`config.mk`:
```
export PLATFORM = sky130hd
export DESIGN_NAME = motor_speed_ramp_controller_unit
export DESIGN_NICKNAME = d
export VERILOG_FILES = /design/src/rtl/msrc_pkg.sv /design/src/rtl/motor_speed_ramp_controller_unit.sv /design/src/rtl/msrc_intake.sv /design/src/rtl/msrc_core.sv
export VERILOG_INCLUDE_DIRS = /design/src /design/src/rtl
export SDC_FILE = /design/constraint.sdc
export NUM_CORES = 1
export LEC_CHECK = 0
export BUFFER_PORTS_ARGS = -buffer_cell sky130_fd_sc_hd__buf_2
export CAP_MARGIN = 40
export CELL_PAD_IN_SITES_DETAIL_PLACEMENT = 1
export CELL_PAD_IN_SITES_GLOBAL_PLACEMENT = 1
export CORE_ASPECT_RATIO = 0.5
export CORE_MARGIN = 1
export CORE_UTILIZATION = 50
export DETAILED_ROUTE_END_ITERATION = 12
export PLACE_DENSITY = 0.94
export SLEW_MARGIN = 20
export SYNTH_ARGS = -nofsm -noshare
export SYNTH_HDL_FRONTEND = slang
export SYNTH_HIERARCHICAL = 1
export SYNTH_SLANG_ARGS = --single-unit
```
`constraint.sdc`:
```
create_clock -name clock -period 12.5 [get_ports clock]
set_input_delay 2.5 -clock clock [delete_from_list [all_inputs] [get_ports clock]]
set_output_delay 2.5 -clock clock [all_outputs]
set_load 0.01 [all_outputs]
```
`src/rtl/motor_speed_ramp_controller_unit_macros.svh`:
```
// ----------------------------------------------------------------------------
// Assertion macros for the motor speed ramp controller
// Clocked on clock and silenced while reset is high.
// ----------------------------------------------------------------------------
`ifndef MOTOR_SPEED_RAMP_CONTROLLER_UNIT_MACROS_SVH
`define MOTOR_SPEED_RAMP_CONTROLLER_UNIT_MACROS_SVH

// The consequent holds in the same cycle as the antecedent.
`define MSRC_ASSERT_SAME(label, ante, cons, msg) \
   label: assert property (@(posedge clock) disable iff (reset) (ante) |-> (cons)) \
      else $error(msg);

// The consequent holds in the cycle after the antecedent.
`define MSRC_ASSERT_NEXT(label, ante, cons, msg) \
   label: assert property (@(posedge clock) disable iff (reset) (ante) |=> (cons)) \
      else $error(msg);

`endif

```
`src/rtl/msrc_pkg.sv`:
```
// ----------------------------------------------------------------------------
// msrc_pkg
// Shared types and constants of the motor speed ramp controller.
// ----------------------------------------------------------------------------
package msrc_pkg;

   localparam logic [7:0]  DRIVE_MAX   = 8'd180;
   localparam logic [6:0]  PCT_MAX     = 7'd100;
   // floor(x / 100) == (x * 5243) >> 19 for every x below 43690
   localparam logic [12:0] RECIP_100   = 13'd5243;
   localparam int          RECIP_SHIFT = 19;

   localparam logic [1:0] CMD_TICK  = 2'd0;
   localparam logic [1:0] CMD_START = 2'd1;
   localparam logic [1:0] CMD_STOP  = 2'd2;
   localparam logic [1:0] CMD_KILL  = 2'd3;

   localparam logic [1:0] MODE_STOPPED  = 2'd0;
   localparam logic [1:0] MODE_STARTING = 2'd1;
   localparam logic [1:0] MODE_RUNNING  = 2'd2;
   localparam logic [1:0] MODE_STOPPING = 2'd3;

   localparam logic [1:0] CSR_STEP_SIZE  = 2'd0;
   localparam logic [1:0] CSR_STEP_DELAY = 2'd1;
   localparam logic [1:0] CSR_MIN_SPEED  = 2'd2;
   localparam logic [1:0] CSR_IDLE_SPEED = 2'd3;

   typedef struct packed {
      logic [7:0]  step_size;
      logic [15:0] step_delay_ms;
      logic [7:0]  min_speed;
      logic [7:0]  idle_speed;
   } cfg_type;

   // Registered command with the start product already formed
   typedef struct packed {
      logic [1:0]  cmd;
      logic [7:0]  lo;
      logic [14:0] prod;
   } item_type;

endpackage

```
`src/rtl/motor_speed_ramp_controller_unit.sv`:
```
// A request passes through the input register and then the result register to its response.
// Throughput: one command per cycle unless the response stalls; the ramp state updates with the result.
// Reset (synchronous, active high): drive, setpoint and tick count cleared, mode stopped,
//   registers back to step size 1, step delay 10, min and idle speed 0.
// ----------------------------------------------------------------------------
// motor_speed_ramp_controller_unit
// Slew-rate limited motor drive with start, stop, kill and millisecond ticks.
// ----------------------------------------------------------------------------
`include "motor_speed_ramp_controller_unit_macros.svh"

module motor_speed_ramp_controller_unit (
   input  logic        clock,
   input  logic        reset,
   input  logic        req_valid,
   output logic        req_stall,
   input  logic [1:0]  req_cmd,
   input  logic [6:0]  req_speed_percent,
   output logic        rsp_valid,
   input  logic        rsp_stall,
   output logic [7:0]  rsp_drive,
   output logic [1:0]  rsp_run_state,
   output logic        rsp_at_speed,
   input  logic        csr_valid,
   output logic        csr_ready,
   input  logic [1:0]  csr_index,
   input  logic [15:0] csr_wdata
);
   import msrc_pkg::*;

   cfg_type  cfg_ff, cfg_in;
   item_type item;
   logic     item_valid;
   logic     advance;

   assign csr_ready = 1'b1;

   always_comb begin
      cfg_in = cfg_ff;
      if (csr_valid && csr_ready) begin
         unique case (csr_index)
            CSR_STEP_SIZE:  cfg_in.step_size     = csr_wdata[7:0];
            CSR_STEP_DELAY: cfg_in.step_delay_ms = csr_wdata;
            CSR_MIN_SPEED:  cfg_in.min_speed     = csr_wdata[7:0];
            CSR_IDLE_SPEED: cfg_in.idle_speed    = csr_wdata[7:0];
            default:        cfg_in = cfg_ff;
         endcase
      end
   end

   always_ff @(posedge clock) begin
      if (reset) begin
         cfg_ff.step_size     <= 8'd1;
         cfg_ff.step_delay_ms <= 16'd10;
         cfg_ff.min_speed     <= 8'd0;
         cfg_ff.idle_speed    <= 8'd0;
      end else begin
         cfg_ff <= cfg_in;
      end
   end

   msrc_intake u_intake (
      .clock             (clock),
      .reset             (reset),
      .req_valid         (req_valid),
      .req_stall         (req_stall),
      .req_cmd           (req_cmd),
      .req_speed_percent (req_speed_percent),
      .cfg               (cfg_ff),
      .advance           (advance),
      .item_valid        (item_valid),
      .item              (item)
   );

   msrc_core u_core (
      .clock         (clock),
      .reset         (reset),
      .cfg           (cfg_ff),
      .item_valid    (item_valid),
      .item          (item),
      .advance       (advance),
      .rsp_valid     (rsp_valid),
      .rsp_stall     (rsp_stall),
      .rsp_drive     (rsp_drive),
      .rsp_run_state (rsp_run_state),
      .rsp_at_speed  (rsp_at_speed)
   );

   `MSRC_ASSERT_SAME(a_drive_range, rsp_valid, rsp_drive <= DRIVE_MAX, "drive above full scale")
   `MSRC_ASSERT_SAME(a_no_overrun, item_valid && rsp_valid && rsp_stall, req_stall, "input taken over a full pipe")
   `MSRC_ASSERT_NEXT(a_kill_zero, advance && (item.cmd == CMD_KILL), (rsp_drive == 8'd0) && (rsp_run_state == MODE_STOPPED), "kill did not stop the drive")

endmodule

```
`src/rtl/msrc_intake.sv`:
```
// ----------------------------------------------------------------------------
// msrc_intake
// Input register: captures a command and forms percent times span for start.
// ----------------------------------------------------------------------------
module msrc_intake (
   input  logic               clock,
   input  logic               reset,
   input  logic               req_valid,
   output logic               req_stall,
   input  logic [1:0]         req_cmd,
   input  logic [6:0]         req_speed_percent,
   input  msrc_pkg::cfg_type  cfg,
   input  logic               advance,
   output logic               item_valid,
   output msrc_pkg::item_type item
);
   import msrc_pkg::*;

   logic       valid_ff, valid_in;
   item_type   item_ff, item_in;
   logic       load;
   logic [6:0] pct_c;
   logic [7:0] lo, span;

   assign req_stall = valid_ff && !advance;
   assign load      = req_valid && !req_stall;
   assign valid_in  = load || (valid_ff && !advance);

   always_comb begin
      pct_c        = (req_speed_percent > PCT_MAX) ? PCT_MAX : req_speed_percent;
      lo           = (cfg.min_speed > DRIVE_MAX) ? DRIVE_MAX : cfg.min_speed;
      span         = DRIVE_MAX - lo;
      item_in.cmd  = req_cmd;
      item_in.lo   = lo;
      item_in.prod = 15'({8'd0, pct_c} * {7'd0, span});
   end

   always_ff @(posedge clock) begin
      if (reset) begin
         valid_ff <= 1'b0;
      end else begin
         valid_ff <= valid_in;
      end
   end

   always_ff @(posedge clock) begin
      if (load) begin
         item_ff <= item_in;
      end
   end

   assign item_valid = valid_ff;
   assign item       = item_ff;

endmodule

```
`src/rtl/msrc_core.sv`:
```
// ----------------------------------------------------------------------------
// msrc_core
// Ramp state update and result register.
// ----------------------------------------------------------------------------
module msrc_core (
   input  logic               clock,
   input  logic               reset,
   input  msrc_pkg::cfg_type  cfg,
   input  logic               item_valid,
   input  msrc_pkg::item_type item,
   output logic               advance,
   output logic               rsp_valid,
   input  logic               rsp_stall,
   output logic [7:0]         rsp_drive,
   output logic [1:0]         rsp_run_state,
   output logic               rsp_at_speed
);
   import msrc_pkg::*;

   logic [7:0]  drive_ff, drive_in;
   logic [7:0]  target_ff, target_in;
   logic [1:0]  mode_ff, mode_in;
   logic [15:0] ticks_ff, ticks_in;
   logic        rsp_valid_ff, rsp_valid_in;
   logic [7:0]  rsp_drive_ff;
   logic [1:0]  rsp_mode_ff;
   logic        rsp_at_ff, at_new;

   logic [7:0]  diff_old, diff_new;
   logic        at_old;
   logic [15:0] ticks_inc;
   logic [8:0]  sum_up;
   logic [27:0] quot_mul;
   logic [7:0]  quot;

   assign advance      = item_valid && (!rsp_valid_ff || !rsp_stall);
   assign rsp_valid_in = advance || (rsp_valid_ff && rsp_stall);

   always_comb begin
      diff_old  = (target_ff >= drive_ff) ? target_ff - drive_ff : drive_ff - target_ff;
      at_old    = (diff_old == 8'd0) || (diff_old < cfg.step_size);
      ticks_inc = (ticks_ff == 16'hFFFF) ? ticks_ff : ticks_ff + 16'd1;
      sum_up    = {1'b0, drive_ff} + {1'b0, cfg.step_size};
      quot_mul  = {13'd0, item.prod} * {15'd0, RECIP_100};
      quot      = quot_mul[RECIP_SHIFT +: 8];

      drive_in  = drive_ff;
      target_in = target_ff;
      mode_in   = mode_ff;
      ticks_in  = ticks_ff;

      unique case (item.cmd)
         CMD_TICK: begin
            ticks_in = ticks_inc;
            if (at_old) begin
               mode_in = MODE_RUNNING;
            end else if (ticks_inc > cfg.step_delay_ms) begin
               ticks_in = 16'd0;
               if (target_ff > drive_ff) begin
                  drive_in = (sum_up > {1'b0, DRIVE_MAX}) ? DRIVE_MAX : sum_up[7:0];
                  mode_in  = MODE_STARTING;
               end else begin
                  drive_in = (drive_ff > cfg.step_size) ? drive_ff - cfg.step_size : 8'd0;
                  mode_in  = MODE_STOPPING;
               end
            end
            if (target_ff < cfg.step_size) begin
               mode_in = MODE_STOPPED;
            end
         end
         CMD_START: begin
            target_in = item.lo + quot;
            drive_in  = item.lo;
            mode_in   = MODE_STARTING;
         end
         CMD_STOP: begin
            target_in = (cfg.idle_speed > DRIVE_MAX) ? DRIVE_MAX : cfg.idle_speed;
         end
         CMD_KILL: begin
            drive_in  = 8'd0;
            target_in = 8'd0;
            mode_in   = MODE_STOPPED;
         end
         default: begin
            drive_in = drive_ff;
         end
      endcase

      diff_new = (target_in >= drive_in) ? target_in - drive_in : drive_in - target_in;
      at_new   = (diff_new == 8'd0) || (diff_new < cfg.step_size);
   end

   always_ff @(posedge clock) begin
      if (reset) begin
         drive_ff     <= 8'd0;
         target_ff    <= 8'd0;
         mode_ff      <= MODE_STOPPED;
         ticks_ff     <= 16'd0;
         rsp_valid_ff <= 1'b0;
      end else begin
         rsp_valid_ff <= rsp_valid_in;
         if (advance) begin
            drive_ff  <= drive_in;
            target_ff <= target_in;
            mode_ff   <= mode_in;
            ticks_ff  <= ticks_in;
         end
      end
   end

   // hold the result while the far side stalls
   always_ff @(posedge clock) begin
      if (advance) begin
         rsp_drive_ff <= drive_in;
         rsp_mode_ff  <= mode_in;
         rsp_at_ff    <= at_new;
      end
   end

   assign rsp_valid     = rsp_valid_ff;
   assign rsp_drive     = rsp_drive_ff;
   assign rsp_run_state = rsp_mode_ff;
   assign rsp_at_speed  = rsp_at_ff;

endmodule
```
==> flow_summary.toml, run 1 <==
[status]
status = "finished clean"

[sta]
finalClockSkew_ps = 19.86
period_share = 0.8570
clock.fmax_mhz = 93.35
finalWorstSetupSlack_ps = 1788
setup_violations = 0
slew_headroom = 0.4333
fin_crit_ps = 10710
grt_setup_unrepaired = "no"
slew_viol_final = 0
setup_tns_ps = 0
worst_pin_slew_ps = 839.1
finalHoldViolations = 0

[min_path]
min_path_cells = 2
hold_start = "cfg_ff[26]"
hold_path_class = "register to register"
holdPathEnd = "cfg_ff[26]"

[worst_setup_path]
r2r-end = "u_core/rsp_at_speed"
worstPathArrival_ps = 10940
reg2regPathDepth = 43
crit_path_start_kind = "register"
cpPeakStageDelay_ps = 600
cp_max_fo = 9
rrSetupSlack_ps = 1790
required_ps = 12730
rr_startpoint = "u_intake/item[13]"
cp_slowest_cell = "edfxtp_1"
worst_setup_path_end_kind = "register"
critPathKind = "register to register"

[finish]
fin_cells = 1963
final_common_cell = "ha_1"
areaGrowthSynthToFinish_pct = 6.695
drive_above_1_share = 0.05979
n_antenna_cell = 0
nFillCells = 3214
fin_nets = 1943
design_area_um2 = 14860
layout_common_cells = "223 x ha_1, 217 x inv_1, 116 x nor2_1, 104 x fa_1, 94 x nand2_1"

[cts]
cts_buffers = 9
cts-resized-gates = 0
clk-insertion-delay-late_ps = 400
clockRootBuffer = "clkbuf_16"
cts_sinks = 112
clk_pin_slew_ps = 100
htreeDepth = 3
cts_tree = "yes"
clock_path_buffers = 2
cts_setup_buffers = 0
cts_hold_buf = 0

[global_routing]
antenna_found_initial = 0
grt_overflow = 0
grt_util_all_layers = 0.3357
grt_pass1_vias = 13410
grt_max_degree = 92
grt_pass1_wl_um = 74260

[synthesis]
synth-adder-area-share = 0.3499
synth_compound_area_frac = 0.1458
netlist_instances = 1564
synth.cell_area_um2 = 13920
synth_simple_gate_area_frac = 0.1636
synth_ff_type = "dfxtp_1"
synthArstFlopShare = 0
synthMuxAreaShare = 0.04718
synthesis.nets = 1923
synth_edf_count = 36
synth_top_family_by_area = "adder cells"
synth_cell_types = 88
yosysWarnings = 6
synth_xor_xnor_area_share = 0.03334
ys_seq_elements = 112
synth_area_per_cell_um2 = 8.902
seq_area_frac_synth = 0.1869

[floorplan]
fp-row-count = 42
start_util = 0.5175
dieWidth_um = 238.0
core_um2 = 26910
die_y_um = 120.0
die_area_um2 = 28560
ios = 46

[place]
gp_congestion = 0.9382
pre_cts_slack_ps = 2206
place.port_buffers = 44
hpwlAfterDp_um = 34880
place_inst = 1945
dpl-instance-area_um2 = 14490

[detailed_routing]
drt_iter0_drc = 1267
routed_wl_um = 48690
vias = 12617
ant_nets = 0
drtPass1Iterations = 6
viasPerCell = 6.427
post-route-drc-count = 0
wl_per_cell_um = 24.80

[job]
cap_violations = 0
-- metal layers --
metal	wire, um	part of all wire	vias up	track usage
met5	0	0	-	0
met4	3210	0.066	0	0.1907
met3	3378	0.069	269	0.05130
met2	23900	0.49	697	0.5998
li1	-	-	5407	-
met1	18200	0.37	6244	0.3855
-- flip-flops by register name, indices dropped and copies added (netlist names) --
name,cells
u_core/rsp_valid,1
u_core/target_ff,8
u_core/mode_ff,2
u_core/ticks_ff,16
cfg_ff,40
u_intake/item,25
u_intake/item_valid,1
u_core/rsp_drive,8
u_core/drive_ff,8
u_core/rsp_run_state,2
u_core/rsp_at_speed,1
-- how the worst max path moves through the flow --
stage | startpoint | end | cells after the start
floorplan | u_intake/item[9] | u_core/rsp_at_speed | 44
global placement | u_intake/item[11] | u_core/rsp_at_speed | 43
detailed placement | u_intake/item[13] | u_core/rsp_at_speed | 43
CTS | u_intake/item[13] | u_core/rsp_at_speed | 43
global route | u_intake/item[13] | u_core/rsp_at_speed | 43
finish | u_intake/item[13] | u_core/rsp_at_speed | 43
-- layout make-up --
type / instances / area, um^2 / area share
Clock inverter: 5 / 66.31 / 0.004464
Multi-Input combinational cell: 1189 / 10310 / 0.6938
Sequential cell: 112 / 2603 / 0.1752
Timing Repair Buffer: 54 / 319.1 / 0.02148
Clock buffer: 11 / 275.3 / 0.01853
Inverter: 218 / 818.3 / 0.05508
Tap cell: 374 / 467.9 / 0.03150
-- per-stage QoR --
step | hold WS [ps] | util
2_1_floorplan | 448.7 | -
3_3_place_gp | 458.1 | 0.5372
3_5_place_dp | 472.2 | 0.5385
4_1_cts | 484.9 | 0.5512
5_1_grt | 510.0 | 0.5521
6_report | 482.2 | 0.5521
-- critical path: cells and delay by family (launching register included) --
kind | cells | cell delay, ps
XOR/XNOR | 3 | 720
buffers and inverters | 5 | 350
flip-flops | 1 | 600
multiplexers | 2 | 380
AO/OA/AOI/OAI | 16 | 3710
adder cells (fa/ha/maj) | 9 | 3730
AND/OR/NAND/NOR | 8 | 1030
-- cell usage after synthesis, types with 39 or more instances --
| library cell | count | area [um^2] |
|---|---|---|
| a21oi_1 | 61 | 305.3 |
| dfxtp_1 | 76 | 1521 |
| fa_1 | 104 | 2082 |
| ha_1 | 223 | 2790 |
| inv_1 | 217 | 814.5 |
| mux2i_1 | 60 | 600.6 |
| nand2_1 | 94 | 352.8 |
| nand2b_1 | 68 | 425.4 |
| nand3_1 | 40 | 200.2 |
| nor2_1 | 116 | 435.4 |
| o21ai_0 | 46 | 230.2 |
| xnor2_1 | 39 | 341.6 |
-- cell families after synthesis --
group / Yosys count
xor+xnor: 53
fa+ha+maj: 327
other cells: 1
compound gates: 292
flops: 112
mux: 65
simple gates: 451
buf+inv: 263
Power of run 1 is not shown: default switching activity piles up to over one toggle a cycle in this logic, so the estimate is an artifact.
==> run 2: changes to the inputs <==
- CORE_MARGIN: 1 -> unset
- CORE_UTILIZATION: 50 -> 45
- PLACE_DENSITY: 0.94 -> 0.87
==> run 2 against run 1 <==
Final cell count rose by 1.3%. Cell area is essentially flat. Sequential share of layout area barely moved.
==> flow_summary.toml, run 2 (synthesized netlist as in run 1, its figures left out) <==
[worst_setup_path]
worst-path-buf-inv = 5
worst_setup_path_end_kind = "register"
crit_path_start_kind = "register"
worstPathArrival_ps = 10630
startpoint = "u_intake/item[12]"
cpPeakStageDelay_ps = 580
rrSetupSlack_ps = 2080
required_ps = 12710
cp_slowest_cell = "edfxtp_1"
rr_startpoint = "u_intake/item[12]"
critPathKind = "register to register"
cp_max_fo = 9
critical-path-top-delay-family = "adder cells"

[sta]
clock.fmax_mhz = 95.97
grt_setup_unrepaired = "no"
setup_violations = 0
hold_slack_ps = 477.9
worst_pin_slew_ps = 827.7
slew_headroom = 0.4482
setup_tns_ps = 0
finalClockSkew_ps = 16.36
finalHoldViolations = 0
slew_viol_final = 0
period_share = 0.8336
fin_crit_ps = 10420

[detailed_routing]
wl_per_cell_um = 20.32
routed_wl_um = 40420
drtPass1Iterations = 7
post-route-drc-count = 0
drt_iter0_drc = 740
ant_nets = 0
vias = 11495
viasPerCell = 5.779

[finish]
regMostFlops = "cfg_ff"
n_antenna_cell = 0
regArea_um2 = 2603
fin_nets = 1944
layout_common_cells = "223 x ha_1, 217 x inv_1, 116 x nor2_1, 104 x fa_1, 94 x nand2_1"
multi_input_area_um2 = 10310
nFillCells = 3574
drive_above_1_share = 0.05975
areaGrowthSynthToFinish_pct = 6.767
design_area_um2 = 14870
final_common_cell = "ha_1"
fin_cells = 1989
largest_reg_flops = 40

[global_routing]
antenna_found_initial = 0
grt_util_all_layers = 0.2589
grt_max_degree = 92
grt_pass1_vias = 12369
grt_overflow = 0
grt_pass1_wl_um = 65100

[cts]
clock_path_buffers = 2
cts_sinks = 112
clockRootBuffer = "clkbuf_16"
cts_buffers = 9
clk-insertion-delay-late_ps = 380
cts-resized-gates = 0
cts_tree = "yes"
htreeDepth = 3
cts_setup_buffers = 0
cts_hold_buf = 0
clk_pin_slew_ps = 90

[place]
dpl-instance-area_um2 = 14520
place_inst = 1971
hpwlAfterDp_um = 31910
place.port_buffers = 44
gp_congestion = 0.9508

[floorplan]
ios = 46
dieWidth_um = 250.8
start_util = 0.4588
die_area_um2 = 31690
core_um2 = 30350
die_y_um = 126.4
fp-row-count = 45

[job]
cap_violations = 0

[status]
status = "finished clean"

[min_path]
hold_path_class = "register to register"
hold_start = "cfg_ff[26]"
-- run 2: metrics by stage --
step,setup slack [ps],utilization
6_report,2080,0.4898
5_1_grt,1550,0.4898
4_1_cts,2210,0.4890
2_1_floorplan,3631,-
3_3_place_gp,2921,0.4773
3_5_place_dp,2469,0.4785
-- run 2: worst min-delay path: stages (launching register included) --
cell	delay, ps
dfxtp_1	320
nand2b_1	60
mux2i_1	60
-- run 2: worst paths after layout --
kind                                             to  cells after the start
worst max register to register  u_core/rsp_at_speed                     43
worst min register to register           cfg_ff[26]                      2
worst min-delay path                     cfg_ff[26]                      2
worst max-delay path            u_core/rsp_at_speed                     43
-- run 2: metal layers --
metal  GRT usage  routed length [um]  up-vias
met5           0                   0        -
met4     0.09599                1282        0
met3     0.03263                1445       77
met2      0.4667               20390      242
met1      0.3178               17290     5765
li1            -                   -     5411
-- run 2: cell type report --
class                   count  share of cell area
well taps                 399             0.03358
clock inverters             7            0.006144
flip-flops and latches    112              0.1751
repair buffers             55             0.02172
multi-input cells        1189              0.6933
inverters                 218             0.05505
clock buffers               9             0.01515
Power of run 2 is left out for the same reason.
